[src/hdl/trdt_pkg.sv]
`timescale 1ns / 1ps
// ----------------------------------------------------------------------------
// trdt_pkg
// Shared types and constants for the triangle rasterizer with depth test.
// ----------------------------------------------------------------------------
package trdt_pkg;

  localparam int NUM_W = 27;
  localparam int DEN_W = 10;
  localparam int CNT_W = $clog2(NUM_W + 1);

  localparam logic [1:0] FN_LOAD  = 2'd0;
  localparam logic [1:0] FN_STEP  = 2'd1;
  localparam logic [1:0] FN_CLEAR = 2'd2;

  typedef struct packed {
    logic                    start;
    logic signed [NUM_W-1:0] num;
    logic [DEN_W-1:0]        den;
  } div_req_t;

endpackage

[src/hdl/trdt_div.sv]
`timescale 1ns / 1ps
// ----------------------------------------------------------------------------
// trdt_div
// Bit-serial floor divider: signed numerator by positive denominator,
// one quotient bit per cycle; a closing step registers result and done pulse.
// ----------------------------------------------------------------------------
module trdt_div (
  input  logic                             clk,
  input  logic                             rst_n,
  input  trdt_pkg::div_req_t               req,
  output logic                             done,
  output logic signed [trdt_pkg::NUM_W-1:0] quo
);
  import trdt_pkg::*;

  logic                    busy_r, busy_nxt;
  logic                    done_r, done_nxt;
  logic [CNT_W-1:0]        cnt_r, cnt_nxt;
  logic                    neg_r, neg_nxt;
  logic [DEN_W-1:0]        rem_r, rem_nxt;
  logic [DEN_W-1:0]        den_r, den_nxt;
  logic [NUM_W-1:0]        mag_r, mag_nxt;
  logic signed [NUM_W-1:0] res_r, res_nxt;
  logic [DEN_W:0]          shifted;
  logic [DEN_W+1:0]        trial;
  logic [NUM_W-1:0]        qfix;

  always_comb begin
    busy_nxt = busy_r;
    done_nxt = 1'b0;
    cnt_nxt  = cnt_r;
    neg_nxt  = neg_r;
    rem_nxt  = rem_r;
    den_nxt  = den_r;
    mag_nxt  = mag_r;
    res_nxt  = res_r;
    shifted  = {rem_r, mag_r[NUM_W-1]};
    trial    = {1'b0, shifted} - {2'b00, den_r};
    qfix     = mag_r + NUM_W'(rem_r != '0);
    if (req.start) begin
      busy_nxt = 1'b1;
      cnt_nxt  = CNT_W'(NUM_W);
      neg_nxt  = req.num[NUM_W-1];
      mag_nxt  = req.num[NUM_W-1] ? NUM_W'(-req.num) : NUM_W'(req.num);
      rem_nxt  = '0;
      den_nxt  = req.den;
    end else if (busy_r) begin
      if (cnt_r != '0) begin
        cnt_nxt = cnt_r - CNT_W'(1);
        mag_nxt = {mag_r[NUM_W-2:0], ~trial[DEN_W+1]};
        rem_nxt = trial[DEN_W+1] ? shifted[DEN_W-1:0] : trial[DEN_W-1:0];
      end else begin
        busy_nxt = 1'b0;
        done_nxt = 1'b1;
        res_nxt  = neg_r ? $signed(-qfix) : $signed(mag_r);
      end
    end
  end

  always_ff @(posedge clk) begin
    if (!rst_n) begin
      busy_r <= 1'b0;
      done_r <= 1'b0;
    end else begin
      busy_r <= busy_nxt;
      done_r <= done_nxt;
    end
    cnt_r <= cnt_nxt;
    neg_r <= neg_nxt;
    rem_r <= rem_nxt;
    den_r <= den_nxt;
    mag_r <= mag_nxt;
    res_r <= res_nxt;
  end

  assign done = done_r;
  assign quo  = res_r;

endmodule

[config.mk]
export PLATFORM = sky130hd
export DESIGN_NAME = trdt_div
export DESIGN_NICKNAME = d
export VERILOG_FILES = /design/src/hdl/trdt_pkg.sv /design/src/hdl/trdt_div.sv
export SDC_FILE = /design/constraint.sdc
export NUM_CORES = 1
export LEC_CHECK = 0
export ABC_CLOCK_PERIOD_IN_PS = 8150
export BUFFER_PORTS_ARGS = -buffer_cell sky130_fd_sc_hd__buf_2
export CORE_UTILIZATION = 35
export CTS_BUF_LIST = sky130_fd_sc_hd__clkbuf_16
export CTS_CLUSTER_DIAMETER = 50
export DETAILED_ROUTE_END_ITERATION = 8
export SLEW_MARGIN = 20
export SYNTH_ARGS = -nofsm -noshare
export SYNTH_HDL_FRONTEND = slang
export SYNTH_SLANG_ARGS = --single-unit
[constraint.sdc]
create_clock -name clk -period 8.15 [get_ports clk]
set_input_delay 0.815 -clock clk [delete_from_list [all_inputs] [get_ports clk]]
set_output_delay 0.815 -clock clk [all_outputs]
set_load 0.05 [all_outputs]
=== Word level (Yosys, flattened, before mapping) ===
Cells that the tools add are included.

* Bitwise operators: 5
* Reduce and logical (&&, ||, !) cells: 8
* Add/subtract/negate cells: 5
* Muxes and demuxes: 10

{| class="wikitable"
|+ Operators with widths
! operator !! count
|-
| 27-bit two-way mux || 5
|-
| 27-bit negator || 2
|-
| 27-bit by 1-bit adder with 27-bit output || 1
|-
| 11-bit by 10-bit subtractor with 12-bit output || 1
|-
| 10-bit two-way mux || 1
|-
| 10-bit nonzero test || 1
|-
| 1-bit inverter || 5
|-
| 5-bit nonzero test || 1
|-
| 5-bit by 1-bit subtractor with 5-bit output, second input constant || 1
|-
| 1-bit two-way mux || 4
|-
| 2-bit AND reduction || 2
|-
| 2-bit nonzero test || 2
|-
| 3-bit AND reduction || 1
|-
| 3-bit OR reduction || 1
|}

* Bits in registers: 82
* Input port bits: 40
* Logic and storage cells: 36

=== Logic depth before layout (Yosys ltp) ===
Gate-level depths: netlist of run 1.

* Depth after elaboration: 5
* Mapped depth: 14
* Gate-level depth less buffers: 14

=== Worst setup path before layout of run 1 ===
Ideal clock, no wire load.

* Path kind: flip-flop to flip-flop
* Start point: register rem_r[3]
* End point: register res_r[23], in the netlist quo[23], data pin
* Setup slack: 4.572 ns
* Path buffers: 0
* Arrival time: 3.420 ns
* Setup time: 0.158 ns
* Period minus slack after synthesis: 3.578 ns
* Data required time: 7.992 ns
* Cell stages (with the launch flop): 15
* Cell sequence: dfxtp_1 -> or4_1 -> nor4_1 -> ha_1 -> ha_1 -> inv_1 -> ha_1 -> o21bai_1 -> a31oi_1 -> nor4b_1 -> nor4_1 -> o31ai_1 -> a2111oi_0 -> or4_1 -> o211ai_1

* Cells in the longest elaborated chain, start to end: 4

{| class="wikitable"
|+ Ends and longest elaborated chain
! what !! line !! text
|-
| from (decl) || trdt_div.sv:20 || <nowiki>logic [DEN_W-1:0] rem_r, rem_nxt;</nowiki>
|-
| from (signal assigned) || trdt_div.sv:70 || <nowiki>rem_r <= rem_nxt;</nowiki>
|-
| 10-bit nonzero test || trdt_div.sv:39 || <nowiki>qfix = mag_r + NUM_W'(rem_r != '0);</nowiki>
|-
| 27-bit by 1-bit adder with 27-bit output || trdt_div.sv:39 ||
|-
| 27-bit negator || trdt_div.sv:55 || <nowiki>res_nxt = neg_r ? $signed(-qfix) : $signed(mag_r);</nowiki>
|-
| 27-bit two-way mux || trdt_div.sv:55 ||
|-
| to (signal assigned) || trdt_div.sv:73 || <nowiki>res_r <= res_nxt;</nowiki>
|-
| to (decl) || trdt_div.sv:23 || <nowiki>logic signed [NUM_W-1:0] res_r, res_nxt;</nowiki>
|}

Every way passes these cells.
A chain may end at the register's enable or synchronous reset.

=== Final worst setup path of run 1 ===
Ends and elaborated chain as after synthesis.

==> results.tsv, run 1 <==
metric	value	unit
synth_cell_types	59	
via_per_inst	5.08	
max_slew_margin	30.0	%
num_vias	4417	
area_delta_synth_final	15.3	%
core-area	15300	um^2
rr_endpoint	quo[23]	
yosysTopAreaCell	edfxtp_1	
path_class	reg -> reg	
insertion_delay	0.35	ns
grt_pass1_wl	20.3	mm
post_cts_resized	0	
syn_area_per_cell	9.37	um^2
cts_hold_buffers	0	
hp-class	reg -> reg	
rsz0062_at_grt	false	
io_buffer_count	67	
ys_ff_latch	82	
path_clk_slew	0.06	ns
maxCapViolCount	0	
period_minus_slack	4.15	ns
hold_violations	0	
rr_startpoint	rem_r[3]	
finalSetupViolations	0	
cts_buffers	9	
max_freq	241	MHz
die_area	16300	um^2
ant_nets	0	
routedWlPerCell	14.2	um
crit_top_cell	ha_1	
dr_wl_met3	543	um
clockRootBuffer	clkbuf_16	
nets	735	
cp_slowest_stage_delay	0.54	ns
crit_cells	14	
dp_hpwl	9.33	mm
p_leak	2.62	nW
worstPathMaxFanout	4	
critPathArrivalTime	4.34	ns
crit_path_end	quo[23]	
num_antenna_cells	0	
cts_setup_buffers	0	
reg2regPathDepth	14	
drt-pass1-iter-count	4	
peakVddDrop	98.3	uV
fin_crit_sh	50.9	%
die_w	128	um
synth-seq-area-share	41.4	%
power_density	197	nW/um^2
startpoint	rem_r[3]	
postSynth.asyncResetShare	0	%
whs	0.446	ns
die-height	128	um
drt_drc_violations_left	0	
cp_slowest_cell	or4_1	
grt_start_max_net_pins	68	
tns	0	ns
synth_area	5540	um^2
antenna_found_initial	1	
htreeDepth	3	
synth_top_flop_cell	edfxtp_1	
track_usage	15.8	%
synth_edf_count	65	
status	finished, final reports clean	
tritoncts	yes	
ff2ff_setup_slack	4.00	ns
cp_cell_sequence	or4_1, nor4_1, ha_1, ha_1, inv_1, ha_1, o21bai_1, a31oi_1, nor4b_1, nor4_1, o31ai_1, a2111oi_0, or4_1, o211ai_1	
clockBufferDepth	2	
place.gp.congestion	0.847	
drive_above_1_share	15.8	%
yosys-top-cells-area	edfxtp_1, ha_1, dfxtp_1, o21ai_0, a21oi_1	
highest_layer	met5	
wl_met1	5.38	mm
whs_path_depth	1	
overflow	0	
worst-path-buf-inv	1	
cts_sinks	82	
synth_top_area_share	35.2	%
initial_utilization	36.2	%
crit_path_end_kind	register	
synthesis.instances	591	
synth_warnings	0	
routed_wl	12.3	mm
cp_top_family	simple AND/OR/NAND/NOR gates	
synthesis.nets	672	
required	8.34	ns
rows	45	
startpoint_type	register	
io_pins	68	
dr.first_iter.drc_count	255	
tightest_slew	1.05	ns
power	1.26	mW
grt_pass1_vias	4314	
finClkSkew	0.00896	ns
drv_slew	0	
met2RoutedLength	6.03	mm
-- metal layers --
layer  vias to the layer above  GRT usage (%)
met5                         -              0
met4                         2           9.48
met3                        23           3.21
met2                        83           27.1
met1                      2048           18.2
li1                       2261              -
-- layout make-up --
cell class | count | area [um^2]
multi-input combinational | 435 | 2970
inverter | 56 | 210
timing repair buffer | 70 | 358
clock buffer | 10 | 250
tap | 211 | 264
sequential | 82 | 2290
fill | 1552 | 8930
clock inverter | 6 | 38.8
-- per-stage QoR --
step | instances | instance area [um^2] | utilization [%] | worst slack (ns)
after floorplan | 591 | 5540 | - | 4.57
after global placement | 854 | 6090 | 39.8 | 4.11
after detailed placement | 854 | 6090 | 39.8 | 3.98
after CTS | 870 | 6380 | 41.7 | 3.97
after global routing | 870 | 6380 | 41.7 | 3.65
final | 870 | 6380 | 41.7 | 4.00
-- cells in the mapped netlist, types with 7 or more instances --
cell      number
nor2_1        44
nand3_1       10
a21oi_1       44
o31ai_1        7
dfxtp_1       17
edfxtp_1      65
mux2i_1       18
xor2_1        23
clkbuf_1      16
nand2_1       47
o21ai_0       64
ha_1          40
xnor2_1       23
inv_1         56
-- cells by family (layout without fill, tap and decap cells) --
kind of cell               Yosys count  in the layout  share of synthesized area [%]
AOI/OAI and AO/OA                  168            168                           18.6
and+or+nand+nor                    159            159                           14.3
DFF                                 82             82                           41.4
buffers and inverters               74            142                           5.08
xor gates and xnor gates            46             46                           7.28
adders and majority gates           41             41                           9.40
muxes                               21             21                           3.86
-- worst min-delay path by stage --
stage | startpoint | end
5_1_grt | cnt_r[4] | cnt_r[4]
3_5_place_dp | cnt_r[4] | cnt_r[4]
6_report | cnt_r[4] | cnt_r[4]
3_3_place_gp | cnt_r[4] | cnt_r[4]
2_1_floorplan | cnt_r[4] | cnt_r[4]
4_1_cts | cnt_r[4] | cnt_r[4]
-- sequential cells by signal, indices dropped and copies added, names as in the netlist --
signal	flops
quo	27
cnt_r	5
den_r	10
busy_r	1
rem_r	10
done	1
mag_r	27
neg_r	1
-- report_power, final --
group | internal (mW) | total, mW | switching (mW) | leakage [nW]
combinational | 0.147 | 0.352 | 0.204 | 1.71
clock | 0.225 | 0.401 | 0.176 | 0.150
sequential | 0.489 | 0.506 | 0.0178 | 0.758
total | 0.861 | 1.26 | 0.398 | 2.62
-- placed cells by master, fill, tap and decap left out, drive strengths merged, types with 7 or more instances in the layout --
| cell type | count |
|---|---|
| inv | 59 |
| edfxtp | 65 |
| dfxtp | 17 |
| nor2 | 44 |
| mux2i | 18 |
| nand3 | 10 |
| a21oi | 44 |
| nand2 | 47 |
| buf | 70 |
| o21ai | 64 |
| or4 | 7 |
| clkbuf | 10 |
| xor2 | 23 |
| or3 | 8 |
| ha | 40 |
| xnor2 | 23 |
| o31ai | 7 |
Power figures use the tool's default switching activity.
==> run 2: changes to the inputs <==
--- a/config.mk
+++ b/config.mk
@@ -5,7 +5,7 @@
 export SDC_FILE = /design/constraint.sdc
 export NUM_CORES = 1
 export LEC_CHECK = 0
-export ABC_CLOCK_PERIOD_IN_PS = 8150
+export ABC_CLOCK_PERIOD_IN_PS = 4000
 export BUFFER_PORTS_ARGS = -buffer_cell sky130_fd_sc_hd__buf_2
 export CORE_UTILIZATION = 35
 export CTS_BUF_LIST = sky130_fd_sc_hd__clkbuf_16
==> constraint.sdc (replaced) <==
create_clock -name clk -period 4 [get_ports clk]
set_input_delay 0.4 -clock clk [delete_from_list [all_inputs] [get_ports clk]]
set_output_delay 0.4 -clock clk [all_outputs]
set_load 0.05 [all_outputs]
==> run 2 against run 1 <==
Net effect: global-route usage shrank 0.095 points; non-clock buffer count grew 7; via count up 1.5%; clock skew up 0.0025 ns; register-to-register slack worse by 3.7 ns; cell area up 1.4%; critical path type unchanged; largest power group unchanged.
==> results.tsv, run 2 (synthesis gave the netlist of run 1 again) <==
metric	value	unit
io_buffer_count	67	
num_vias	4484	
status	finished, final reports clean	
power_density	400	nW/um^2
clockBufferDepth	2	
peakVddDrop	233	uV
io_pins	68	
fin_crit_sh	93.6	%
nets	742	
drive_above_1_share	17.1	%
drt_drc_violations_left	0	
max_freq	267	MHz
insertion_delay	0.35	ns
cts_hold_buffers	0	
die_area	16300	um^2
cp_slowest_stage_delay	0.57	ns
initial_utilization	36.2	%
period_minus_slack	3.74	ns
place.gp.congestion	0.859	
clockRootBuffer	clkbuf_16	
track_usage	15.7	%
ant_nets	0	
p_leak	2.67	nW
final_common_cell	buf_2	
startpoint	rem_r[0]	
place_ws	0.0157	ns
path_class	reg -> reg	
cp_slowest_cell	or4_1	
grt_pass1_vias	4235	
dr.first_iter.drc_count	196	
tightest_slew	0.855	ns
rows	45	
routedWlPerCell	14.2	um
drv_slew	0	
max_slew_margin	43.0	%
drt-pass1-iter-count	6	
routed_wl	12.4	mm
fin_util	42.3	%
tritoncts	yes	
hp-class	in -> reg	
startpoint_type	register	
grt_pass1_wl	20.2	mm
maxCapViolCount	0	
tns	0	ns
dp_hpwl	9.63	mm
area_delta_synth_final	16.9	%
worst-path-buf-inv	3	
grt_start_max_net_pins	42	
rr_startpoint	rem_r[0]	
htreeDepth	3	
critPathArrivalTime	3.91	ns
die_w	128	um
crit_top_cell	ha_1	
crit_path_end_kind	register	
overflow	0	
num_antenna_cells	0	
cp_cell_sequence	or4_1, nor4_4, ha_1, ha_1, inv_1, ha_1, o21bai_2, a31oi_2, nor4b_2, buf_4, nor4_1, o31ai_1, buf_4, a2111oi_2, or4_1, o211ai_1	
via_per_inst	5.11	
worst_slack	0.257	ns
cp_top_family	simple AND/OR/NAND/NOR gates	
cts_sinks	82	
cts_buffers	9	
finalSetupViolations	0	
die-height	128	um
mostFrequentLayoutCells	buf_2, edfxtp_1, o21ai_0, inv_1, nand2_1	
hold_violations	0	
antenna_found_initial	1	
hold_start	req[9]	
worstPathMaxFanout	4	
finClkSkew	0.0115	ns
path_clk_slew	0.06	ns
required	4.17	ns
core-area	15300	um^2
## run 2: final cells by class
| type | count | area [um^2] |
|---|---|---|
| Fill cell | 1527 | 8840 |
| Multi-Input combinational cell | 435 | 3010 |
| Tap cell | 211 | 264 |
| Sequential cell | 82 | 2290 |
| Timing Repair Buffer | 77 | 410 |
| Inverter | 56 | 210 |
| Clock buffer | 9 | 225 |
| Clock inverter | 7 | 62.6 |
## run 2: metal layers
metal | vias to the layer above | GRT usage, % | part of all wire [%]
met3 | 16 | 4.09 | 4.9
met1 | 2113 | 18.8 | 43
met5 | - | 0 | 0.081
met2 | 74 | 27.6 | 50
met4 | 2 | 4.71 | 1.6
li1 | 2279 | - | -
## run 2: timing repair
action | in CTS | in global routing
resized for setup | 1 | 6
pin swaps | 0 | 3
cloned | 0 | 0
buffers inserted | 0 | 1
endpoints found under the setup margin | 1 | 2
## run 2: report_power, final
group	leakage, nW	switching (mW)	internal (mW)
logic	1.76	0.419	0.319
registers	0.758	0.0380	0.995
clock network	0.152	0.339	0.478
## run 2: worst paths after layout
check / depth (start not counted) / endpoint / slack (ns)
worst min-delay path: 1 / den_r[9] / 0.23
worst min register to register: 1 / cnt_r[4] / 0.45
worst max-delay path: 16 / quo[23] / 0.26
worst max register to register: 16 / quo[23] / 0.26
## run 2: through the flow
| stage | power [mW] | hold WS [ns] | instances | area [um^2] |
|---|---|---|---|---|
| 2_1_floorplan | 1.59 | 0.417 | 591 | 5540 |
| 3_3_place_gp | 1.76 | 0.426 | 860 | 6140 |
| 3_5_place_dp | 1.77 | 0.446 | 860 | 6140 |
| 4_1_cts | 2.60 | 0.217 | 876 | 6430 |
| 5_1_grt | 2.74 | 0.211 | 877 | 6470 |
| 6_report | 2.59 | 0.228 | 877 | 6470 |
